## config.mk

```make
export PLATFORM = sky130hd
export DESIGN_NAME = taep_ctrl
export DESIGN_NICKNAME = d
export VERILOG_FILES = /design/src/rtl/taep_pkg.sv /design/src/rtl/taep_ctrl.sv
export VERILOG_INCLUDE_DIRS = /design/src /design/src/rtl
export SDC_FILE = /design/constraint.sdc
export NUM_CORES = 1
export LEC_CHECK = 0
export ABC_AREA = 1
export BUFFER_PORTS_ARGS = -buffer_cell sky130_fd_sc_hd__buf_4
export CORE_MARGIN = 2
export CORE_UTILIZATION = 45
export CTS_CLUSTER_DIAMETER = 120
export DETAILED_ROUTE_END_ITERATION = 16
export GPL_ROUTABILITY_DRIVEN = 0
export GPL_TIMING_DRIVEN = 0
export HOLD_SLACK_MARGIN = 0.05
export PLACE_DENSITY_LB_ADDON = 0.25
export SLEW_MARGIN = 0
export SYNTH_ARGS = -nofsm -noshare
export SYNTH_HDL_FRONTEND = slang
export SYNTH_SLANG_ARGS = --single-unit
```

## constraint.sdc

```tcl
create_clock -name clk -period 1.6 [get_ports clk]
set_input_delay 0.08 -clock clk [delete_from_list [all_inputs] [get_ports clk]]
set_output_delay 0.08 -clock clk [all_outputs]
set_load 0.05 [all_outputs]
```

## src/rtl/tar_archive_entry_parser_top_macros.svh

```systemverilog
// Assertion macros shared by the tar entry parser modules.
`ifndef TAR_ARCHIVE_ENTRY_PARSER_TOP_MACROS_SVH
`define TAR_ARCHIVE_ENTRY_PARSER_TOP_MACROS_SVH

// Condition a implies condition c in the same cycle.
`define TAEP_ASSERT_NOW(lbl, a, c, msg) \
  lbl: assert property (@(posedge clk) disable iff (rst) (a) |-> (c)) else $error(msg);

// Condition a implies condition c in the following cycle.
`define TAEP_ASSERT_NEXT(lbl, a, c, msg) \
  lbl: assert property (@(posedge clk) disable iff (rst) (a) |=> (c)) else $error(msg);

`endif

```

## src/rtl/taep_pkg.sv

```systemverilog
`timescale 1ns / 1ps
// ----------------------------------------------------------------------------
// taep_pkg
// Types and constants of the tar archive entry parser.
// ----------------------------------------------------------------------------
package taep_pkg;

  localparam logic [1:0] KIND_CHUNK    = 2'd0;
  localparam logic [1:0] KIND_RECORD   = 2'd1;
  localparam logic [1:0] KIND_FINISHED = 2'd2;

  localparam logic [8:0] HDR_LAST      = 9'd511;
  localparam logic [8:0] NAME_END      = 9'd100;
  localparam logic [8:0] SIZE_START    = 9'd124;
  localparam logic [8:0] SIZE_END      = 9'd136;
  localparam logic [8:0] TYPEFLAG_POS  = 9'd156;
  localparam logic [8:0] MAGIC_START   = 9'd257;
  localparam logic [8:0] MAGIC_END     = 9'd262;
  localparam logic [8:0] PREFIX_START  = 9'd345;
  localparam logic [8:0] PREFIX_END    = 9'd500;
  localparam int         NAME_DEPTH    = 100;
  localparam int         PREFIX_DEPTH  = 155;

  localparam logic [7:0] CHAR_SLASH    = 8'h2f;
  localparam logic [7:0] CHAR_DOT      = 8'h2e;
  localparam logic [7:0] CHAR_ZERO     = 8'h30;
  localparam logic [7:0] CHAR_SEVEN    = 8'h37;
  localparam logic [7:0] CHAR_FIVE     = 8'h35;

  typedef struct packed {
    logic [7:0] byte_value;
    logic       archive_end;
  } in_item_t;

  typedef struct packed {
    logic [1:0]  kind;
    logic [63:0] name_chunk;
    logic [3:0]  chunk_bytes;
    logic [7:0]  entry_index;
    logic        is_directory;
    logic [35:0] entry_size;
    logic [39:0] data_offset;
    logic [7:0]  path_length;
    logic [8:0]  entries_total;
    logic        run_end;
  } out_item_t;

  typedef enum logic [3:0] {
    ST_HEADER, ST_SKIP, ST_STOP, ST_EVAL, ST_SCAN_RD, ST_SCAN_CK, ST_DECIDE,
    ST_LAST_RD, ST_LAST_CK, ST_CH_RD, ST_CH_CK, ST_CH_OUT, ST_REC, ST_DONE, ST_FIN
  } taep_state_t;

  typedef struct packed {
    logic       any_byte;
    logic       hdr_byte;
    logic       skip_byte;
    logic       eval_load;
    logic       scan_step;
    logic       decide;
    logic       last_chk;
    logic       ch_step;
    logic       ch_clear;
    logic       emit;
    logic [1:0] emit_kind;
    logic       emit_end;
    logic       count_up;
    logic       done;
    logic       reset_all;
  } taep_cmd_t;

  typedef struct packed {
    logic hpos_last;
    logic bad_hdr;
    logic scan_stop;
    logic n_zero;
    logic table_full;
    logic chunk_done;
    logic r_zero;
    logic skip_one;
    logic size_zero;
    logic out_free;
    logic cbytes_nz;
  } taep_status_t;

  function automatic logic [7:0] magic_char(input logic [2:0] idx);
    logic [7:0] c;
    unique case (idx)
      3'd0:    c = 8'h75;
      3'd1:    c = 8'h73;
      3'd2:    c = 8'h74;
      3'd3:    c = 8'h61;
      default: c = 8'h72;
    endcase
    return c;
  endfunction

endpackage

```

## src/rtl/taep_ctrl.sv

```systemverilog
`timescale 1ns / 1ps
// ----------------------------------------------------------------------------
// taep_ctrl
// Controller: parse phases, path walk sequencing and result emission.
// ----------------------------------------------------------------------------
`include "tar_archive_entry_parser_top_macros.svh"

module taep_ctrl (
  input  logic                   clk,
  input  logic                   rst,
  input  logic                   in_valid,
  input  logic                   in_last,
  output logic                   in_ready,
  input  taep_pkg::taep_status_t status,
  output taep_pkg::taep_cmd_t    cmd
);
  import taep_pkg::*;

  taep_state_t st, st_next;
  logic        last_pend, last_next, accept;

  always_ff @(posedge clk) begin
    if (rst) begin
      st        <= ST_HEADER;
      last_pend <= 1'b0;
    end else begin
      st        <= st_next;
      last_pend <= last_next;
    end
  end

  assign accept = in_valid && in_ready;

  always_comb begin
    cmd       = '0;
    st_next   = st;
    last_next = last_pend;
    in_ready  = 1'b0;
    unique case (st)
      ST_HEADER: begin
        in_ready = 1'b1;
        if (accept) begin
          cmd.any_byte = 1'b1;
          cmd.hdr_byte = 1'b1;
          if (status.hpos_last) begin
            st_next   = ST_EVAL;
            last_next = in_last;
          end else if (in_last) begin
            st_next = ST_FIN;
          end
        end
      end
      ST_SKIP: begin
        in_ready = 1'b1;
        if (accept) begin
          cmd.any_byte  = 1'b1;
          cmd.skip_byte = 1'b1;
          if (in_last) st_next = ST_FIN;
          else if (status.skip_one) st_next = ST_HEADER;
        end
      end
      ST_STOP: begin
        in_ready = 1'b1;
        if (accept) begin
          cmd.any_byte = 1'b1;
          if (in_last) st_next = ST_FIN;
        end
      end
      ST_EVAL: begin
        if (status.bad_hdr) begin
          st_next = last_pend ? ST_FIN : ST_STOP;
        end else begin
          cmd.eval_load = 1'b1;
          st_next       = ST_SCAN_RD;
        end
      end
      ST_SCAN_RD: st_next = ST_SCAN_CK;
      ST_SCAN_CK: begin
        cmd.scan_step = 1'b1;
        st_next       = status.scan_stop ? ST_DECIDE : ST_SCAN_RD;
      end
      ST_DECIDE: begin
        cmd.decide = 1'b1;
        st_next    = (status.n_zero || status.table_full) ? ST_DONE : ST_LAST_RD;
      end
      ST_LAST_RD: st_next = ST_LAST_CK;
      ST_LAST_CK: begin
        cmd.last_chk = 1'b1;
        st_next      = ST_CH_RD;
      end
      ST_CH_RD: st_next = ST_CH_CK;
      ST_CH_CK: begin
        cmd.ch_step = 1'b1;
        st_next     = status.chunk_done ? ST_CH_OUT : ST_CH_RD;
      end
      ST_CH_OUT: begin
        if (status.out_free) begin
          cmd.emit      = 1'b1;
          cmd.emit_kind = KIND_CHUNK;
          cmd.ch_clear  = 1'b1;
          st_next       = status.r_zero ? ST_REC : ST_CH_RD;
        end
      end
      ST_REC: begin
        if (status.out_free) begin
          cmd.emit      = 1'b1;
          cmd.emit_kind = KIND_RECORD;
          cmd.emit_end  = !last_pend;
          cmd.count_up  = 1'b1;
          st_next       = ST_DONE;
        end
      end
      ST_DONE: begin
        cmd.done = 1'b1;
        if (last_pend) st_next = ST_FIN;
        else st_next = status.size_zero ? ST_HEADER : ST_SKIP;
      end
      ST_FIN: begin
        if (status.out_free) begin
          cmd.emit      = 1'b1;
          cmd.emit_kind = KIND_FINISHED;
          cmd.emit_end  = 1'b1;
          cmd.reset_all = 1'b1;
          last_next     = 1'b0;
          st_next       = ST_HEADER;
        end
      end
      default: st_next = ST_HEADER;
    endcase
  end

  `TAEP_ASSERT_NOW(a_emit_free, cmd.emit, status.out_free, "emit while output register busy")
  `TAEP_ASSERT_NEXT(a_fin_restart, st == ST_FIN && status.out_free, st == ST_HEADER && !last_pend, "finish did not restart parsing")
  `TAEP_ASSERT_NOW(a_chunk_nonempty, st == ST_CH_OUT, status.cbytes_nz, "empty name chunk pending")

endmodule

```

==> impl.org, run 1 <==
** Status
- The run finished with clean final reports.

** Timing
- Headroom to the max-slew limit came out at 0.830.
- Across all setup checks in the final design, the least slack found is 0.0998 ns.
- The routed design could run at a clock period as short as around 1.5 ns.
- At the pin with the least slew margin, the transition time is ~0.25 ns.
- The final hold violation count came to 0.
- Hold Slack :: roughly 0.27 ns
- Total Neg Setup Slack :: 0 ns
- On the final layout, the worst clock skew is 0.00638 ns.
- For this run, the top clock speed supported by timing is 667 MHz.
- Max-slew violations :: 0
- Period utilisation layout :: 0.938
- Final count of negative-setup-slack endpoints :: 0

** Pwr
- In this run the power density over the cells is between 1500 and 2000 nW/um^2.
- The analysis attributes to cell leakage a power of a little over 0.6 nW.
- Maximum vdd drop :: between 0.0008 and 0.0009 V

** GRT
- Residual overflow from global routing :: 0
- The via count of the first global-routing pass was ~810.
- Largest net degree at the start of global routing :: 10
- Number of antenna violations at the first check in global routing :: 0
- For this run, the total global-route usage over all layers was measured as 0.227.
- The first global-routing pass estimated 3.28 mm of wire.

** Placement
- Cell count after placement :: 190
- OpenSTA, run right after detailed placement, puts the worst setup slack at approximately 0.14 ns.
- Detail Placement HPWL :: 1.74 mm
- Port buffering added 30 buffers.

** Synthesis
- sky130_fd_sc_hd__nand2_1 takes more of the synthesized area than any other cell.
- Flip-flop and latch count after synthesis :: 5
- The share of synthesized area in the top cell type comes to 0.269.
- The netlist uses 18 different library cells.
- Number of warnings issued by yosys :: 0
- Post-synthesis net count :: ~160
- Cells after synthesis :: 144
- Ranked by total cell area, the synthesized netlist is headed by sky130_fd_sc_hd__nand2_1 27%, sky130_fd_sc_hd__nor2_1 15%, sky130_fd_sc_hd__dfxtp_1 14%.
- Part of the Yosys area used for sequential elements :: 0.144
- The cell area that synthesis handed to floorplanning was between 600 and 700 um^2.
- Post-Synthesis Mean Instance Area :: approximately 4.8 um^2

** Floorplan
- Measured along the x axis, the die boundary spans around 43 um.
- Full die area :: roughly 1900 um^2
- The initial utilization of the core area, before any placement, comes to 0.474.
- The floorplan step set the die height to roughly 43 um.
- 32 I/O pins were placed.
- Row count :: 14
- The total area inside the core boundary comes to between 1000 and 1500 um^2.

** Final layout
- Antenna diodes :: 0
- The top cell types in the final layout, fill and taps aside, are 48 x sky130_fd_sc_hd__nand2_1, 30 x sky130_fd_sc_hd__buf_4, 20 x sky130_fd_sc_hd__nor2_1.
- Of the cells placed in the final design, the portion with a size suffix greater than 1 is 0.335.
- Once layout is complete, the cells apart from fillers number approximately 200.
- Utilization after layout :: 0.696
- Total Nets Final :: approximately 200
- Leaving out fill and tap cells, the most frequent cell in the layout is sky130_fd_sc_hd__nand2_1.
- From synthesis to final layout, the design area changed by 47.0%.

** Drt
- In the detailed route, the total length drawn on met2 is 975 um.
- The pre-antenna-repair detailed-routing pass consisted of 5 iterations.
- After the first detailed-routing iteration, the DRC count stood at 38.
- After detailed routing, the number of remaining DRC violations is 0.
- Total vias in the final route :: 1004
- Routed wire length :: roughly 2.1 mm
- Average wire per standard cell :: between 10 and 15 um
- After detailed routing, the number of vias per cell comes to approximately 5.1.
- In the final routing, the length of wire on met1 measures approximately 940 um.
- Remaining antenna violation count after routing :: 0
- Highest routed layer :: met4
- Wire length on met3 :: around 180 um

** Clock tree
- TritonCTS built the clock tree.
- Clock tree synthesis found a total of 5 sinks.
- CTS HTree Levels :: 1
- Clk Latency, worst-skew pair :: 0.24 ns
- Clock transition time at the flip-flop clock pins of the worst setup and hold paths :: approximately 0.050 ns
- CTS Buf Count :: 3
- Root buffer selected by CTS :: sky130_fd_sc_hd__clkbuf_4
- No sink is reached through more buffers than the 2 on the longest clock path.

** Critical path
- Crit start category :: flip-flop
- The worst setup path is captured at a primary output.
- Critical Setup Path Class :: reg2out
- CP Data Required Time :: 1.52 ns
- Data arrival time of the worst path :: between 1 and 1.5 ns
- Of all nets on the critical path, the largest fanout is 7.

** Hold path
- The path class of the tightest hold or removal check is in2reg.

** Flow run
- Max-cap violations :: 0
## where the power goes
part           switching, W  leakage [nW]  internal (W)
sequential        0.0000829        0.0422      0.000183
combinational      0.000915         0.552      0.000415
clock             0.0000521        0.0150     0.0000943
total               0.00105         0.609      0.000692
## kinds of logic after synthesis
family	count (synthesis)	share of synthesized area
flops	5	0.144
buf+inv	26	0.145
simple gates	97	0.578
compound gates	16	0.133
## path summary, 6_finish.rpt
| check | start | end | slack, ns | cells after the start |
|---|---|---|---|---|
| worst max-delay path | st[3]$_SDFFE_PP0P_ | cmd[3] | 0.1 | 8 |
| worst min-delay path | in_valid | last_pend$_SDFFE_PP0P_ | 0.27 | 5 |
| worst max register to register | st[3]$_SDFFE_PP0P_ | st[3]$_SDFFE_PP0P_ | 0.13 | 8 |
| worst min register to register | st[1]$_SDFFE_PP0P_ | st[1]$_SDFFE_PP0P_ | 0.51 | 2 |
## cells in the mapped netlist
| master | instances |
|---|---|
| sky130_fd_sc_hd__nand2_1 | 50 |
| sky130_fd_sc_hd__nor2_1 | 28 |
| sky130_fd_sc_hd__inv_1 | 20 |
| sky130_fd_sc_hd__nand3_1 | 14 |
| sky130_fd_sc_hd__a21oi_1 | 7 |
| sky130_fd_sc_hd__dfxtp_1 | 5 |
| sky130_fd_sc_hd__inv_2 | 5 |
| sky130_fd_sc_hd__o21ai_1 | 3 |
| sky130_fd_sc_hd__nor2_4 | 2 |
| sky130_fd_sc_hd__o21ai_0 | 2 |
| sky130_fd_sc_hd__a21oi_2 | 1 |
| sky130_fd_sc_hd__buf_4 | 1 |
| sky130_fd_sc_hd__nand2_2 | 1 |
| sky130_fd_sc_hd__nor2_2 | 1 |
| sky130_fd_sc_hd__nor3_1 | 1 |
| sky130_fd_sc_hd__o211ai_1 | 1 |
| sky130_fd_sc_hd__o21a_1 | 1 |
| sky130_fd_sc_hd__o21ai_2 | 1 |
## flip-flops by register name, summed over array words and instances, names as in the netlist
signal     flops
last_pend      1
st             4
## per-stage QoR
step / power [W] / instance area [um^2]
final: 0.00174 / 1020
after global routing: 0.00189 / 1020
after CTS: 0.00169 / 1000
after detailed placement: 0.00153 / 958
after global placement: 0.00151 / 958
after floorplan: 0.00121 / 713
## worst max-delay path: stages, from the launching register on
cell                      delay, ns
sky130_fd_sc_hd__dfxtp_1       0.30
sky130_fd_sc_hd__buf_4         0.16
sky130_fd_sc_hd__nand2_2       0.10
sky130_fd_sc_hd__inv_2         0.09
sky130_fd_sc_hd__nand2_2       0.10
sky130_fd_sc_hd__nor2_4        0.14
sky130_fd_sc_hd__nand2_1       0.06
sky130_fd_sc_hd__nand2_1       0.07
sky130_fd_sc_hd__buf_6         0.16
## layer usage
| metal | up-vias | global-route usage |
|---|---|---|
| met4 | 0 | 0.0788 |
| met5 | - | 0 |
| met2 | 49 | 0.376 |
| met1 | 439 | 0.288 |
| li1 | 512 | - |
| met3 | 4 | 0.0542 |
## final cells by class
class                   count  area (um^2)
repair buffers             31          239
clock buffers               4         26.3
multi-input cells         113          534
inverters                  25         93.8
fillers                   132          447
flip-flops and latches      5          104
well taps                  16         20.0
plain buffers               1         7.51
## timing repair
action,4_1_cts,5_1_grt
buffers inserted,0,0
resized for setup,2,10
pin swaps,0,2
setup endpoints to repair,1,8
endpoints found under the hold margin,5,0
hold buffers,1,0
Note: power is estimated with default switching activity, not from simulation.
==> inputs of run 2 (changes only) <==
- RECOVER_POWER: unset -> 25
==> run 2 against run 1 <==
Fmax is 0.69% lower. Wire length is 0.99% higher. Global-route usage stayed put. Largest power group unchanged.
==> impl.org, run 2 (same netlist as run 1, synthesis figures left out) <==
** Critical path
- Critical Setup Path Class :: reg2out (unchanged)
- Setup crit end kind :: primary output (unchanged)
- Top fanout value on the critical path :: 7 (unchanged)
- CP bufs+invs :: 3 (unchanged)
- Crit start category :: flip-flop (unchanged)
- The worst endpoint data arrival time came to 1.43 ns (was 1.42 ns).
- The total stage count of the critical path was 8 (unchanged).
- Cell-by-cell listing of the critical path :: buf_4 -> nand2_2 -> inv_2 -> nand2_2 -> nor2_4 -> nand2_1 -> nand2_1 -> buf_6 (unchanged)
- The cell depth of the worst flop-to-flop path was 8 (unchanged).
- The worst path required time came to 1.52 ns (about the same).
- Top cell family by delay on the critical path :: simple AND/OR/NAND/NOR gates (unchanged)
- The slowest cell on the critical path is sky130_fd_sc_hd__dfxtp_1 (unchanged).
- Slowest cell delay on critical path :: 0.30 ns (about the same)

** Floorplan
- Die extent in x :: 43.4 um (unchanged)
- The number of top-level pins is 32 (unchanged).
- Core area :: 1470 um^2 (unchanged)
- Initial cell density of the core :: 0.474 (unchanged)
- Full die area :: 1880 um^2 (unchanged)
- Row count :: 14 (unchanged)
- Y dimension of the die :: 43.4 um (unchanged)

** Pwr
- The highest ir drop seen on vdd came to 0.000875 V (was 0.000868 V).
- Power Internal :: 0.000688 W (was 0.000692 W)
- Total net switching power :: 0.00105 W (about the same)
- Share of power burned in combinational logic :: 0.760 (was 0.763)
- Portion of total power attributed to sequential cells :: 0.153 (about the same)
- The clock network fraction of total power was 0.087 (was 0.084).
- The power density of the placed cells is 1720 nW/um^2 (was 1700 nW/um^2).
- Fraction of power spent switching nets :: 0.605 (was 0.603)
- The static leakage is 0.606 nW (was 0.609 nW).

** Clock tree
- The clock insertion delay at the later pin of the skew report is 0.25 ns (was 0.24 ns).
- The root buffer cell is sky130_fd_sc_hd__clkbuf_4 (unchanged).
- CTS HTree Levels :: 1 (unchanged)
- Number of sinks driven by the clock tree :: 5 (unchanged)
- Clock transition time at the flip-flop clock pins of the worst setup and hold paths :: 0.05 ns (about the same)
- TritonCTS clock tree :: yes (unchanged)
- Deepest clock path buffer count :: 2 (unchanged)
- The post-CTS setup buffer count is 0 (unchanged).
- The number of buffers added by the clock tree synthesis step came to 3 (unchanged).

** GRT
- Number of antenna violations at the first check in global routing :: 0 (unchanged)
- Vias in the first global route :: 806 (unchanged)
- Wire length of the first global-routing pass :: 3.28 mm (unchanged)
- The pin count of the biggest net entering global routing is 10 (unchanged).
- Global Route Usage Sum :: 0.227 (unchanged)
- The residual overflow from global routing was 0 (unchanged).

** Placement
- The detailed placement HPWL was 1.74 mm (unchanged).
- The area of placed instances is 958 um^2 (unchanged).
- Count of buffers from port buffering :: 30 (unchanged)
- The instance count after placement with tap cells included is 190 (unchanged).

** Drt
- The overall via count from detail_route was 1005 (was 1004).
- The final routed wire length divided by cell count was 11.0 um (was 10.9 um).
- Final routed DRC violation total :: 0 (unchanged)
- Remaining antenna violation count after routing :: 0 (unchanged)
- The met3 wire length is 182 um (was 176 um).
- Pre-Repair DR Iteration Count :: 6 (was 5)
- The routed length on met1 was 945 um (was 937 um).
- Highest routed layer :: met4 (unchanged)
- The aggregate routed wire length came to 2.15 mm (was 2.13 mm).
- The average vias per placed instance was 5.15 (about the same).
- The amount of wire on met2 after detailed routing came to 983 um (was 975 um).
- The DRC violation total after the first TritonRoute iteration came to 38 (unchanged).

** Final layout
- Largest registers ranked by flip-flop count :: st: 4 flops, last_pend: 1 flops (unchanged)
- The flip-flop count of the largest register after layout is 4 (unchanged).
- Antenna diodes :: 0 (unchanged)
- Most common cell after layout, fill and taps aside :: sky130_fd_sc_hd__nand2_1 (unchanged)
- Final cell count without fillers :: 195 (unchanged)
- Post-layout instance area :: 1010 um^2 (was 1020 um^2)
- The register name with the most flops is st (unchanged).
- The area growth from synthesis to layout came to 45.6% (was 47.0%).
- The share of post-route cells with drive strength above 1 was 0.335 (unchanged).
- Total Nets Final :: 195 (unchanged)
- Highest-count cells in the layout ignoring fill and taps: 48 x sky130_fd_sc_hd__nand2_1, 26 x sky130_fd_sc_hd__buf_4, 20 x sky130_fd_sc_hd__nor2_1 (was 48 x sky130_fd_sc_hd__nand2_1, 30 x sky130_fd_sc_hd__buf_4, 20 x sky130_fd_sc_hd__nor2_1).
- The end-of-flow core utilization was 0.690 (was 0.696).

** Timing
- Setup skew after layout :: 0.00610 ns (was 0.00638 ns)
- Final count of negative-setup-slack endpoints :: 0 (unchanged)
- Worst Max-Slew Pin Slew :: 0.282 ns (was 0.255 ns)
- Hold violation total from the final report :: 0 (unchanged)
- Post-route minimum period :: 1.51 ns (was 1.50 ns)
- The final number of max-transition violations is 0 (unchanged).
- The worst-case headroom to the max-slew limit was 0.813 (was 0.830).
- The maximum clock rate came to 662 MHz (was 667 MHz).
- Total Neg Setup Slack :: 0 ns (unchanged)
- Period utilisation layout :: 0.944 (was 0.938)

** Hold path
- Type of the tightest min-delay check :: in2reg (unchanged)
- Count of cells along the worst hold path :: 5 (unchanged)

** Flow run
- The max capacitance violation total was 0 (unchanged).

** Status
- Run status: finished clean (unchanged).
-- run 2: cell count changes in the layout (fill, tap and decap cells not counted) --
cell / change
sky130_fd_sc_hd__buf_4: -4
sky130_fd_sc_hd__clkbuf_2: +4
-- run 2: worst register-to-register path, cell delays in order (launching register included) --
cell	delay, ns
sky130_fd_sc_hd__dfxtp_1	0.29
sky130_fd_sc_hd__buf_4	0.16
sky130_fd_sc_hd__nor2_4	0.20
sky130_fd_sc_hd__nand3_1	0.15
sky130_fd_sc_hd__o21ai_2	0.21
sky130_fd_sc_hd__inv_2	0.06
sky130_fd_sc_hd__nor2_4	0.11
sky130_fd_sc_hd__nand2_1	0.06
sky130_fd_sc_hd__a21oi_1	0.15
-- run 2: final cells by class --
type	count	area, um^2
Sequential cell	5	104
Buffer	1	7.51
Tap cell	16	20.0
Clock buffer	4	26.3
Inverter	25	93.8
Timing Repair Buffer	31	229
Multi-Input combinational cell	113	534
Fill cell	136	457
-- run 2: through the flow --
step,hold WS (ns),setup WS [ns],total power [W]
floorplan,0.149,-0.131,0.00121
global placement,0.275,0.131,0.00151
detailed placement,0.278,0.141,0.00153
CTS,0.268,0.00516,0.00169
global route,0.289,-0.00191,0.00188
finish,0.261,0.0893,0.00174
-- run 2: final timing paths --
kind                       from                endpoint  slack (ns)
max          st[3]$_SDFFE_PP0P_                  cmd[3]        0.09
min                    in_valid  last_pend$_SDFFE_PP0P_        0.26
max reg2reg  st[3]$_SDFFE_PP0P_      st[3]$_SDFFE_PP0P_        0.12
min reg2reg  st[1]$_SDFFE_PP0P_      st[1]$_SDFFE_PP0P_        0.51
-- run 2: power groups by stage --
stage,combinational (W),sequential [W],clock (W)
after floorplan,0.000982,0.000231,0
after global placement,0.00126,0.000253,0
after detailed placement,0.00128,0.000252,0
after CTS,0.00128,0.000252,0.000150
after global routing,0.00145,0.000275,0.000161
final,0.00132,0.000267,0.000152
-- run 2: routing by layer --
layer  vias to the layer above  GRT usage
met5                         -          0
met4                         0     0.0788
li1                        512          -
met3                         4     0.0542
met2                        48      0.376
met1                       441      0.288
-- run 2: repair_timing --
| item | CTS | global route |
|---|---|---|
| endpoints found under the hold margin | 5 | 0 |
| resized for setup | 2 | 10 |
| hold buffers | 1 | 0 |
| pin swaps | 0 | 2 |
| setup endpoints to repair | 1 | 8 |
| gates cloned | 0 | 0 |
